## config.mk

```make
export PLATFORM = sky130hd
export DESIGN_NAME = tlb_lru_lookup_insert_top
export DESIGN_NICKNAME = d
export VERILOG_FILES = /design/src/hdl/tlb_pkg.sv /design/src/hdl/tlb_store.sv /design/src/hdl/tlb_ctrl.sv /design/src/hdl/tlb_lru_lookup_insert_top.sv
export VERILOG_INCLUDE_DIRS = /design/src /design/src/hdl
export SDC_FILE = /design/constraint.sdc
export NUM_CORES = 1
export LEC_CHECK = 0
export BUFFER_PORTS_ARGS = -buffer_cell sky130_fd_sc_hd__buf_4
export CAP_MARGIN = 20
export CORE_UTILIZATION = 35
export CTS_CLUSTER_SIZE = 12
export DETAILED_ROUTE_END_ITERATION = 10
export SETUP_SLACK_MARGIN = 0.1
export SLEW_MARGIN = 20
export SYNTH_ARGS = -nofsm -noshare
export SYNTH_HDL_FRONTEND = slang
export SYNTH_SLANG_ARGS = --single-unit
export TNS_END_PERCENT = 100
```

## constraint.sdc

```tcl
create_clock -name clk -period 13.07 [get_ports clk]
set_input_delay 3.921 -clock clk [delete_from_list [all_inputs] [get_ports clk]]
set_output_delay 3.921 -clock clk [all_outputs]
set_load 0.05 [all_outputs]
```

## src/hdl/tlb_lru_lookup_insert_top_macros.svh

```systemverilog
`ifndef TLB_LRU_LOOKUP_INSERT_TOP_MACROS_SVH
`define TLB_LRU_LOOKUP_INSERT_TOP_MACROS_SVH

// Same-cycle implication, clocked on clk, off while arst_n is low
`define TLB_ASSERT_NOW(label, ante, cons, msg) \
	label: assert property (@(posedge clk) disable iff (!arst_n) (ante) |-> (cons)) \
		else $error(msg);

// Next-cycle implication
`define TLB_ASSERT_NEXT(label, ante, cons, msg) \
	label: assert property (@(posedge clk) disable iff (!arst_n) (ante) |=> (cons)) \
		else $error(msg);

`endif

```

## src/hdl/tlb_pkg.sv

```systemverilog
package tlb_pkg;

	localparam int ENTRIES    = 16;
	localparam int PAGE_BITS  = 20;
	localparam int FRAME_BITS = 20;
	localparam int IDX_W      = $clog2(ENTRIES);
	localparam int AGE_W      = $clog2(ENTRIES);
	localparam int CFG_W      = 5;
	localparam int CFG_RESET  = 16;

	localparam logic KIND_LOOKUP = 1'b0;
	localparam logic KIND_INSERT = 1'b1;

	typedef enum logic [1:0] {
		ST_IDLE,
		ST_SCAN,
		ST_UPDATE
	} state_t;

	typedef enum logic [1:0] {
		UPD_NONE,
		UPD_TOUCH,
		UPD_FILL
	} upd_op_t;

	typedef struct packed {
		upd_op_t               op;
		logic [IDX_W-1:0]      idx;
		logic                  wr_page;
		logic                  wr_frame;
		logic [PAGE_BITS-1:0]  page;
		logic [FRAME_BITS-1:0] frame;
	} upd_cmd_t;

	typedef struct packed {
		logic                  valid;
		logic [PAGE_BITS-1:0]  page;
		logic [FRAME_BITS-1:0] frame;
		logic [AGE_W-1:0]      age;
	} entry_t;

	typedef struct packed {
		logic                  hit;
		logic [FRAME_BITS-1:0] frame;
		logic                  evicted;
		logic [PAGE_BITS-1:0]  evicted_page;
	} result_t;

	// index of the last usable slot: 0 acts as 1, anything above ENTRIES as ENTRIES
	function automatic logic [IDX_W-1:0] last_slot(input logic [CFG_W-1:0] cfg);
		int unsigned c;
		int unsigned r;
		c = int'(cfg);
		if (c == 0) begin
			r = 0;
		end else if (c > ENTRIES) begin
			r = ENTRIES - 1;
		end else begin
			r = c - 1;
		end
		return r[IDX_W-1:0];
	endfunction

endpackage

```

## src/hdl/tlb_store.sv

```systemverilog
module tlb_store
	import tlb_pkg::*;
(
	input  logic             clk,
	input  logic             arst_n,
	input  logic [IDX_W-1:0] rd_idx,
	output entry_t           rd_entry,
	input  upd_cmd_t         upd
);

	logic                  valid_q [ENTRIES];
	logic [AGE_W-1:0]      age_q   [ENTRIES];
	logic [PAGE_BITS-1:0]  page_q  [ENTRIES];
	logic [FRAME_BITS-1:0] frame_q [ENTRIES];
	logic [AGE_W-1:0]      touch_age;

	assign rd_entry.valid = valid_q[rd_idx];
	assign rd_entry.page  = page_q[rd_idx];
	assign rd_entry.frame = frame_q[rd_idx];
	assign rd_entry.age   = age_q[rd_idx];

	assign touch_age = age_q[upd.idx];

	// recency ranks: valid slots always hold 0..count-1 exactly once
	always_ff @(posedge clk or negedge arst_n) begin
		if (!arst_n) begin
			for (int i = 0; i < ENTRIES; i++) begin
				valid_q[i] <= 1'b0;
				age_q[i]   <= '0;
			end
		end else begin
			unique case (upd.op)
				UPD_TOUCH: begin
					for (int i = 0; i < ENTRIES; i++) begin
						if (valid_q[i] && IDX_W'(i) != upd.idx && age_q[i] < touch_age) begin
							age_q[i] <= age_q[i] + AGE_W'(1);
						end
					end
					age_q[upd.idx] <= '0;
				end
				UPD_FILL: begin
					for (int i = 0; i < ENTRIES; i++) begin
						if (valid_q[i]) begin
							age_q[i] <= age_q[i] + AGE_W'(1);
						end
					end
					valid_q[upd.idx] <= 1'b1;
					age_q[upd.idx]   <= '0;
				end
				default: begin
				end
			endcase
		end
	end

	always_ff @(posedge clk) begin
		if (upd.op == UPD_FILL || (upd.op == UPD_TOUCH && upd.wr_page)) begin
			page_q[upd.idx] <= upd.page;
		end
		if (upd.op == UPD_FILL || (upd.op == UPD_TOUCH && upd.wr_frame)) begin
			frame_q[upd.idx] <= upd.frame;
		end
	end

endmodule

```

## src/hdl/tlb_ctrl.sv

```systemverilog
`include "tlb_lru_lookup_insert_top_macros.svh"

module tlb_ctrl
	import tlb_pkg::*;
(
	input  logic                  clk,
	input  logic                  arst_n,
	input  logic                  in_valid,
	output logic                  in_ready,
	input  logic                  in_kind,
	input  logic [PAGE_BITS-1:0]  in_page,
	input  logic [FRAME_BITS-1:0] in_frame,
	input  logic [IDX_W-1:0]      lim_last,
	output logic [IDX_W-1:0]      rd_idx,
	input  entry_t                rd_entry,
	output upd_cmd_t              upd,
	output logic                  res_valid,
	input  logic                  res_ready,
	output result_t               res
);

	state_t state_q, state_d;

	logic                  kind_q;
	logic [PAGE_BITS-1:0]  page_q;
	logic [FRAME_BITS-1:0] frame_q;
	logic [IDX_W-1:0]      lim_q;
	logic [IDX_W-1:0]      idx_q;

	logic                  match_q;
	logic [IDX_W-1:0]      match_idx_q;
	logic [FRAME_BITS-1:0] match_frame_q;
	logic                  free_q;
	logic [IDX_W-1:0]      free_idx_q;
	logic                  old_q;
	logic [IDX_W-1:0]      old_idx_q;
	logic [AGE_W-1:0]      old_age_q;
	logic [PAGE_BITS-1:0]  old_page_q;

	logic accept;
	logic scan_last;
	logic is_match;
	logic is_older;
	logic do_evict;

	assign accept    = in_valid && in_ready;
	assign scan_last = (idx_q == lim_q);
	assign rd_idx    = idx_q;

	// the shared compare unit: one slot per cycle
	assign is_match = rd_entry.valid && !match_q && (rd_entry.page == page_q);
	assign is_older = rd_entry.valid && (!old_q || rd_entry.age > old_age_q);

	assign do_evict = (kind_q == KIND_INSERT) && !match_q && !free_q && old_q;

	always_comb begin
		state_d = state_q;
		unique case (state_q)
			ST_IDLE:   if (in_valid) state_d = ST_SCAN;
			ST_SCAN:   if (scan_last) state_d = ST_UPDATE;
			ST_UPDATE: if (res_ready) state_d = ST_IDLE;
			default:   state_d = ST_IDLE;
		endcase
	end

	always_comb begin
		in_ready  = (state_q == ST_IDLE);
		res_valid = (state_q == ST_UPDATE) && res_ready;

		res.hit          = match_q;
		res.frame        = (kind_q == KIND_LOOKUP && match_q) ? match_frame_q : '0;
		res.evicted      = do_evict;
		res.evicted_page = do_evict ? old_page_q : '0;

		upd.op       = UPD_NONE;
		upd.idx      = match_idx_q;
		upd.wr_page  = 1'b0;
		upd.wr_frame = 1'b0;
		upd.page     = page_q;
		upd.frame    = frame_q;
		if (res_valid) begin
			priority if (match_q) begin
				upd.op       = UPD_TOUCH;
				upd.wr_frame = (kind_q == KIND_INSERT);
			end else if (kind_q == KIND_LOOKUP) begin
				upd.op = UPD_NONE;
			end else if (free_q) begin
				upd.op  = UPD_FILL;
				upd.idx = free_idx_q;
			end else if (old_q) begin
				// evict in place, then make it most recent
				upd.op       = UPD_TOUCH;
				upd.idx      = old_idx_q;
				upd.wr_page  = 1'b1;
				upd.wr_frame = 1'b1;
			end
		end
	end

	always_ff @(posedge clk or negedge arst_n) begin
		if (!arst_n) begin
			state_q <= ST_IDLE;
			idx_q   <= '0;
			match_q <= 1'b0;
			free_q  <= 1'b0;
			old_q   <= 1'b0;
		end else begin
			state_q <= state_d;
			if (accept) begin
				idx_q   <= '0;
				match_q <= 1'b0;
				free_q  <= 1'b0;
				old_q   <= 1'b0;
			end else if (state_q == ST_SCAN) begin
				if (!scan_last) begin
					idx_q <= idx_q + IDX_W'(1);
				end
				if (is_match) begin
					match_q <= 1'b1;
				end
				if (is_older) begin
					old_q <= 1'b1;
				end
				if (!rd_entry.valid && !free_q) begin
					free_q <= 1'b1;
				end
			end
		end
	end

	always_ff @(posedge clk) begin
		if (accept) begin
			kind_q  <= in_kind;
			page_q  <= in_page;
			frame_q <= in_frame;
			lim_q   <= lim_last;
		end else if (state_q == ST_SCAN) begin
			if (is_match) begin
				match_idx_q   <= idx_q;
				match_frame_q <= rd_entry.frame;
			end
			if (is_older) begin
				old_idx_q  <= idx_q;
				old_age_q  <= rd_entry.age;
				old_page_q <= rd_entry.page;
			end
			if (!rd_entry.valid && !free_q) begin
				free_idx_q <= idx_q;
			end
		end
	end

	`TLB_ASSERT_NEXT(a_accept_scans, accept, state_q == ST_SCAN, "item accepted but no scan")
	`TLB_ASSERT_NOW(a_idx_in_range, state_q == ST_SCAN, idx_q <= lim_q, "scan past last slot")
	`TLB_ASSERT_NOW(a_hit_xor_evict, res_valid, !(res.hit && res.evicted),
		"hit and eviction together")
	`TLB_ASSERT_NOW(a_insert_placed, res_valid && kind_q == KIND_INSERT,
		match_q || free_q || old_q, "insert found no slot")

endmodule

```

## src/hdl/tlb_lru_lookup_insert_top.sv

```systemverilog
// Channel   Signals                      Fields (low bit first)
// s_*       s_tvalid s_tready            tuser: kind; tdata: page_number, frame_in
// m_*       m_tvalid m_tready            tuser: hit, evicted; tdata: frame_out, evicted_page
// cfg_*     cfg_wr_en cfg_wr_data        entries_in_use (5 bits, reset 16)
//
// Each item runs accept, then a scan of n slots, n the usable entry count (1..16), one
// slot per cycle through the single page/age comparator, then an update.
// s_tready is high only while the sequencer is idle.
// The result sits in an output register; the next item is taken while it waits,
// and that item stalls in its update cycle until the register drains.
// arst_n clears all valid bits and ages at once; no clearing pass.
module tlb_lru_lookup_insert_top
	import tlb_pkg::*;
(
	input  logic                            clk,
	input  logic                            arst_n,
	input  logic                            s_tvalid,
	output logic                            s_tready,
	input  logic                            s_tuser,   // kind
	input  logic [PAGE_BITS+FRAME_BITS-1:0] s_tdata,   // page_number, frame_in
	output logic                            m_tvalid,
	input  logic                            m_tready,
	output logic [1:0]                      m_tuser,   // hit, evicted
	output logic [FRAME_BITS+PAGE_BITS-1:0] m_tdata,   // frame_out, evicted_page
	input  logic                            cfg_wr_en,
	input  logic [CFG_W-1:0]                cfg_wr_data
);

	logic [CFG_W-1:0] cfg_q;
	logic             m_valid_q;
	result_t          res_q;

	logic             res_valid;
	logic             res_ready;
	result_t          res;
	logic [IDX_W-1:0] rd_idx;
	entry_t           rd_entry;
	upd_cmd_t         upd;

	always_ff @(posedge clk or negedge arst_n) begin
		if (!arst_n) begin
			cfg_q <= CFG_W'(CFG_RESET);
		end else if (cfg_wr_en) begin
			cfg_q <= cfg_wr_data;
		end
	end

	assign res_ready = !m_valid_q || m_tready;

	always_ff @(posedge clk or negedge arst_n) begin
		if (!arst_n) begin
			m_valid_q <= 1'b0;
		end else if (res_ready) begin
			m_valid_q <= res_valid;
		end
	end

	always_ff @(posedge clk) begin
		if (res_valid) begin
			res_q <= res;
		end
	end

	assign m_tvalid = m_valid_q;
	assign m_tuser  = {res_q.evicted, res_q.hit};
	assign m_tdata  = {res_q.evicted_page, res_q.frame};

	tlb_ctrl u_ctrl (
		.clk       (clk),
		.arst_n    (arst_n),
		.in_valid  (s_tvalid),
		.in_ready  (s_tready),
		.in_kind   (s_tuser),
		.in_page   (s_tdata[PAGE_BITS-1:0]),
		.in_frame  (s_tdata[PAGE_BITS+FRAME_BITS-1:PAGE_BITS]),
		.lim_last  (last_slot(cfg_q)),
		.rd_idx    (rd_idx),
		.rd_entry  (rd_entry),
		.upd       (upd),
		.res_valid (res_valid),
		.res_ready (res_ready),
		.res       (res)
	);

	tlb_store u_store (
		.clk      (clk),
		.arst_n   (arst_n),
		.rd_idx   (rd_idx),
		.rd_entry (rd_entry),
		.upd      (upd)
	);

endmodule

```

==> impl_metrics.tcl <==
set metrics [dict create \
    cpLargestDelayFamily "simple AND/OR/NAND/NOR gates" \
    max_slew_margin 0.2663 \
    insertedDiodeCount 0 \
    cts_buffers 91 \
    skew_ns 0.02895 \
    die_h_microns 329.8 \
    grt_pass1_wl_microns 142300 \
    hp-class "register to register" \
    worstPathRequired_ns 13.65 \
    synth_edf_count 783 \
    grt_pass1_vias 21830 \
    avgSynthCellArea_sq_um 17.60 \
    fin_setup_tns_ns 0 \
    nNetsFinal 2391 \
    rsz0062_at_grt "false" \
    grt_max_degree 101 \
    avgRoutedWirePerCell_microns 25.66 \
    status "finished clean" \
    max_stage_delay_ns 0.75 \
    cts.sinks 878 \
    viasPerCell 5.696 \
    gp_congestion 0.8620 \
    num_vias 21130 \
    grt_use_total 0.1756 \
    worst_slack_ns 4.694 \
    synth_area_sq_um 37610 \
    grt-ovfl-total 0 \
    p_leak_nw 14.27 \
    synth_cell_types 72 \
    cts_tree "yes" \
    rows 119 \
    async_flop_share 0.1082 \
    drtPass1Iterations 8 \
    synth_common_cells "edfxtp_1 (783), mux4_2 (237), dfrtp_1 (94)" \
    synthFlopType "edfxtp_1" \
    crit_path_max_fanout 50 \
    drc 0 \
    post_route_cells_drive_above_1_share 0.2498 \
    fin_crit_ns 8.376 \
    yosysTopAreaCellShare 0.6252 \
    clk_pin_slew_ns 0.06 \
    syn2layout_area_growth_pct 14.00 \
    die_x_microns 329.8 \
    yosys-top-cells-area "edfxtp_1 (63%), mux4_2 (14%), dfrtp_1 (6.3%)" \
    crit_path_end_kind "register" \
    dr.first_iter.drc_count 2424 \
    wl_microns 95170 \
    synth-seq-area-share 0.6884 \
    worst_slew_pin_slew_ns 1.100 \
    synth_nets 2260 \
    finalCritPeriodShare 0.6409 \
    portBuffers 94 \
    htreeDepth 3 \
    cts_hold_buf 0 \
    cts_buffer_depth 3 \
    setup_violations 0 \
    hold_violations 0 \
    dp_slack_ns 4.107 \
    crit_path_cell_trace "buf_4 > nor2b_1 > or4_1 > a21oi_1 > or2_1 > buf_4 > mux4_2 > nand2_1 > nand3_1 > nand2_1 > ha_1 > a21o_1 > a21oi_1 > o21ai_0 > a31oi_1 > nand3_1 > or4_1 > o21ai_0" \
    post-cts-setup-buffer-count 0 \
    place_hpwl_microns 54180 \
    fmax_mhz 119.4 \
    peakVddDrop_mv 0.1360 \
    clockRootBuffer "clkbuf_16" \
    power_density_nw_per_um2 172.9 \
    drv_slew 0 \
    path_buf_inv 2 \
    antenna_found_initial 2 \
    ioPinCount 95 \
    drtAntennaViolNets 0 \
    yosysWarnings 0 \
    cpMaxStageDelayCell "nand2_1" \
    worstSkewPairLatency_ns 0.66 \
    dieArea_sq_um 108800 \
    post_cts_resized 0 \
    yosysTopAreaCell "edfxtp_1" \
    crit_arrival_ns 8.96 \
    finalInstanceArea_sq_um 42870 \
    cp-start-kind "input port" \
    start_util 0.3553 \
    place_area_sq_um 40210 \
    fill_cells 9309 \
    drv_cap 0 \
    core_area_sq_um 105900 \
    crit_type "input port to register" \
    yosysMostFrequentCell "edfxtp_1" \
    synth_seq_cells 878 \
    synthCells 2137 \
]
[cell families (layout without fill, tap and decap cells)]
family | Yosys count | after routing | share of synthesized area
DFF | 878 | 878 | 0.6884
and+or+nand+nor | 428 | 428 | 0.05972
AOI/OAI and AO/OA | 333 | 333 | 0.06175
muxes | 242 | 242 | 0.1433
buffers and inverters | 157 | 338 | 0.01653
adders and majority gates | 72 | 72 | 0.02395
xor gates and xnor gates | 27 | 27 | 0.006288
[area by class of cell]
class                      count  area, sq um  area share
sequential                   878        25900      0.6042
multi-input combinational   1102        11250      0.2624
clock buffer                 116         2402     0.05603
tap                         1391         1740     0.04059
timing repair buffer         154         1169     0.02726
clock inverter                27        256.5    0.005983
inverter                      41        153.9    0.003590
[cell usage in the layout, fill, tap and decap left out, types with 23 or more instances in the layout]
master       n
mux4_2     237
nand4_1     36
o21ai_0     72
and3_1      34
a31oi_1     24
nor3_1      44
dfrtp_1     90
clkbuf_16   92
nor2_1      40
inv_1       39
buf_4      153
ha_1        70
edfxtp_1   783
a21oi_1     58
nand2_1     93
and2_1      28
nor2_2      33
nand3_1     43
a21o_1      35
clkbuf_1    23
[routing by layer]
layer,part of all wire,vias up,GRT usage
met5,0.00027,-,0
met4,0.024,4,0.05918
met3,0.060,157,0.02348
met2,0.50,819,0.2948
met1,0.41,11100,0.2352
li1,-,9049,-
[report_power, final]
group | switching (W) | internal (W)
registers | 0.000215 | 0.00324
clock network | 0.00105 | 0.00135
logic | 0.000776 | 0.000783
total | 0.00204 | 0.00538
[through the flow]
step	hold slack (ns)	utilization	cells	power, W
after CTS	0.5035	0.4050	3709	0.007495
final	0.5054	0.4050	3709	0.007413
after global routing	0.5124	0.4050	3709	0.007700
after global placement	0.4863	0.3799	3566	0.005066
after floorplan	0.4588	-	2137	0.004643
after detailed placement	0.4886	0.3799	3566	0.005105
[worst reg2reg max path: cells and delay by family, from the launching register on]
family / cells / cell delay (ns)
mux: 2 / 0.96
simple gates: 3 / 1.16
xor+xnor: 1 / 0.16
buf+inv: 3 / 2.42
flops: 1 / 0.95
[sequential cells by signal, summed over array words and instances, names as in the netlist, 2 cells and up]
register,count
u_store.page_q,320
u_ctrl.page_q,20
u_ctrl.match_frame_q,20
u_ctrl.match_idx_q,4
m_tdata,40
u_ctrl.state_q,2
u_ctrl.lim_q,4
u_ctrl.old_page_q,20
u_ctrl.old_age_q,4
u_store.frame_q,320
cfg_q,5
m_tuser,2
u_ctrl.frame_q,20
u_ctrl.free_idx_q,4
u_ctrl.old_idx_q,4
u_store.age_q,64
u_store.valid_q,16
u_ctrl.rd_idx,4
[worst paths after layout]
path | from | end | slack, ns | cells past startpoint
setup / recovery | m_tready | u_store.age_q[11] | 4.69 | 18
hold / removal | u_store.valid_q[1] | u_store.valid_q[1] | 0.51 | 1
setup reg to reg | u_ctrl.rd_idx[1] | u_ctrl.match_frame_q[5] | 6.98 | 9
hold reg to reg | u_store.valid_q[1] | u_store.valid_q[1] | 0.51 | 1
max in group asynchronous | arst_n | u_ctrl.rd_idx[1] | 8.46 | 2
min in group asynchronous | arst_n | u_store.age_q[38] | 3.28 | 1
Note: power is estimated with default switching activity, not from simulation.
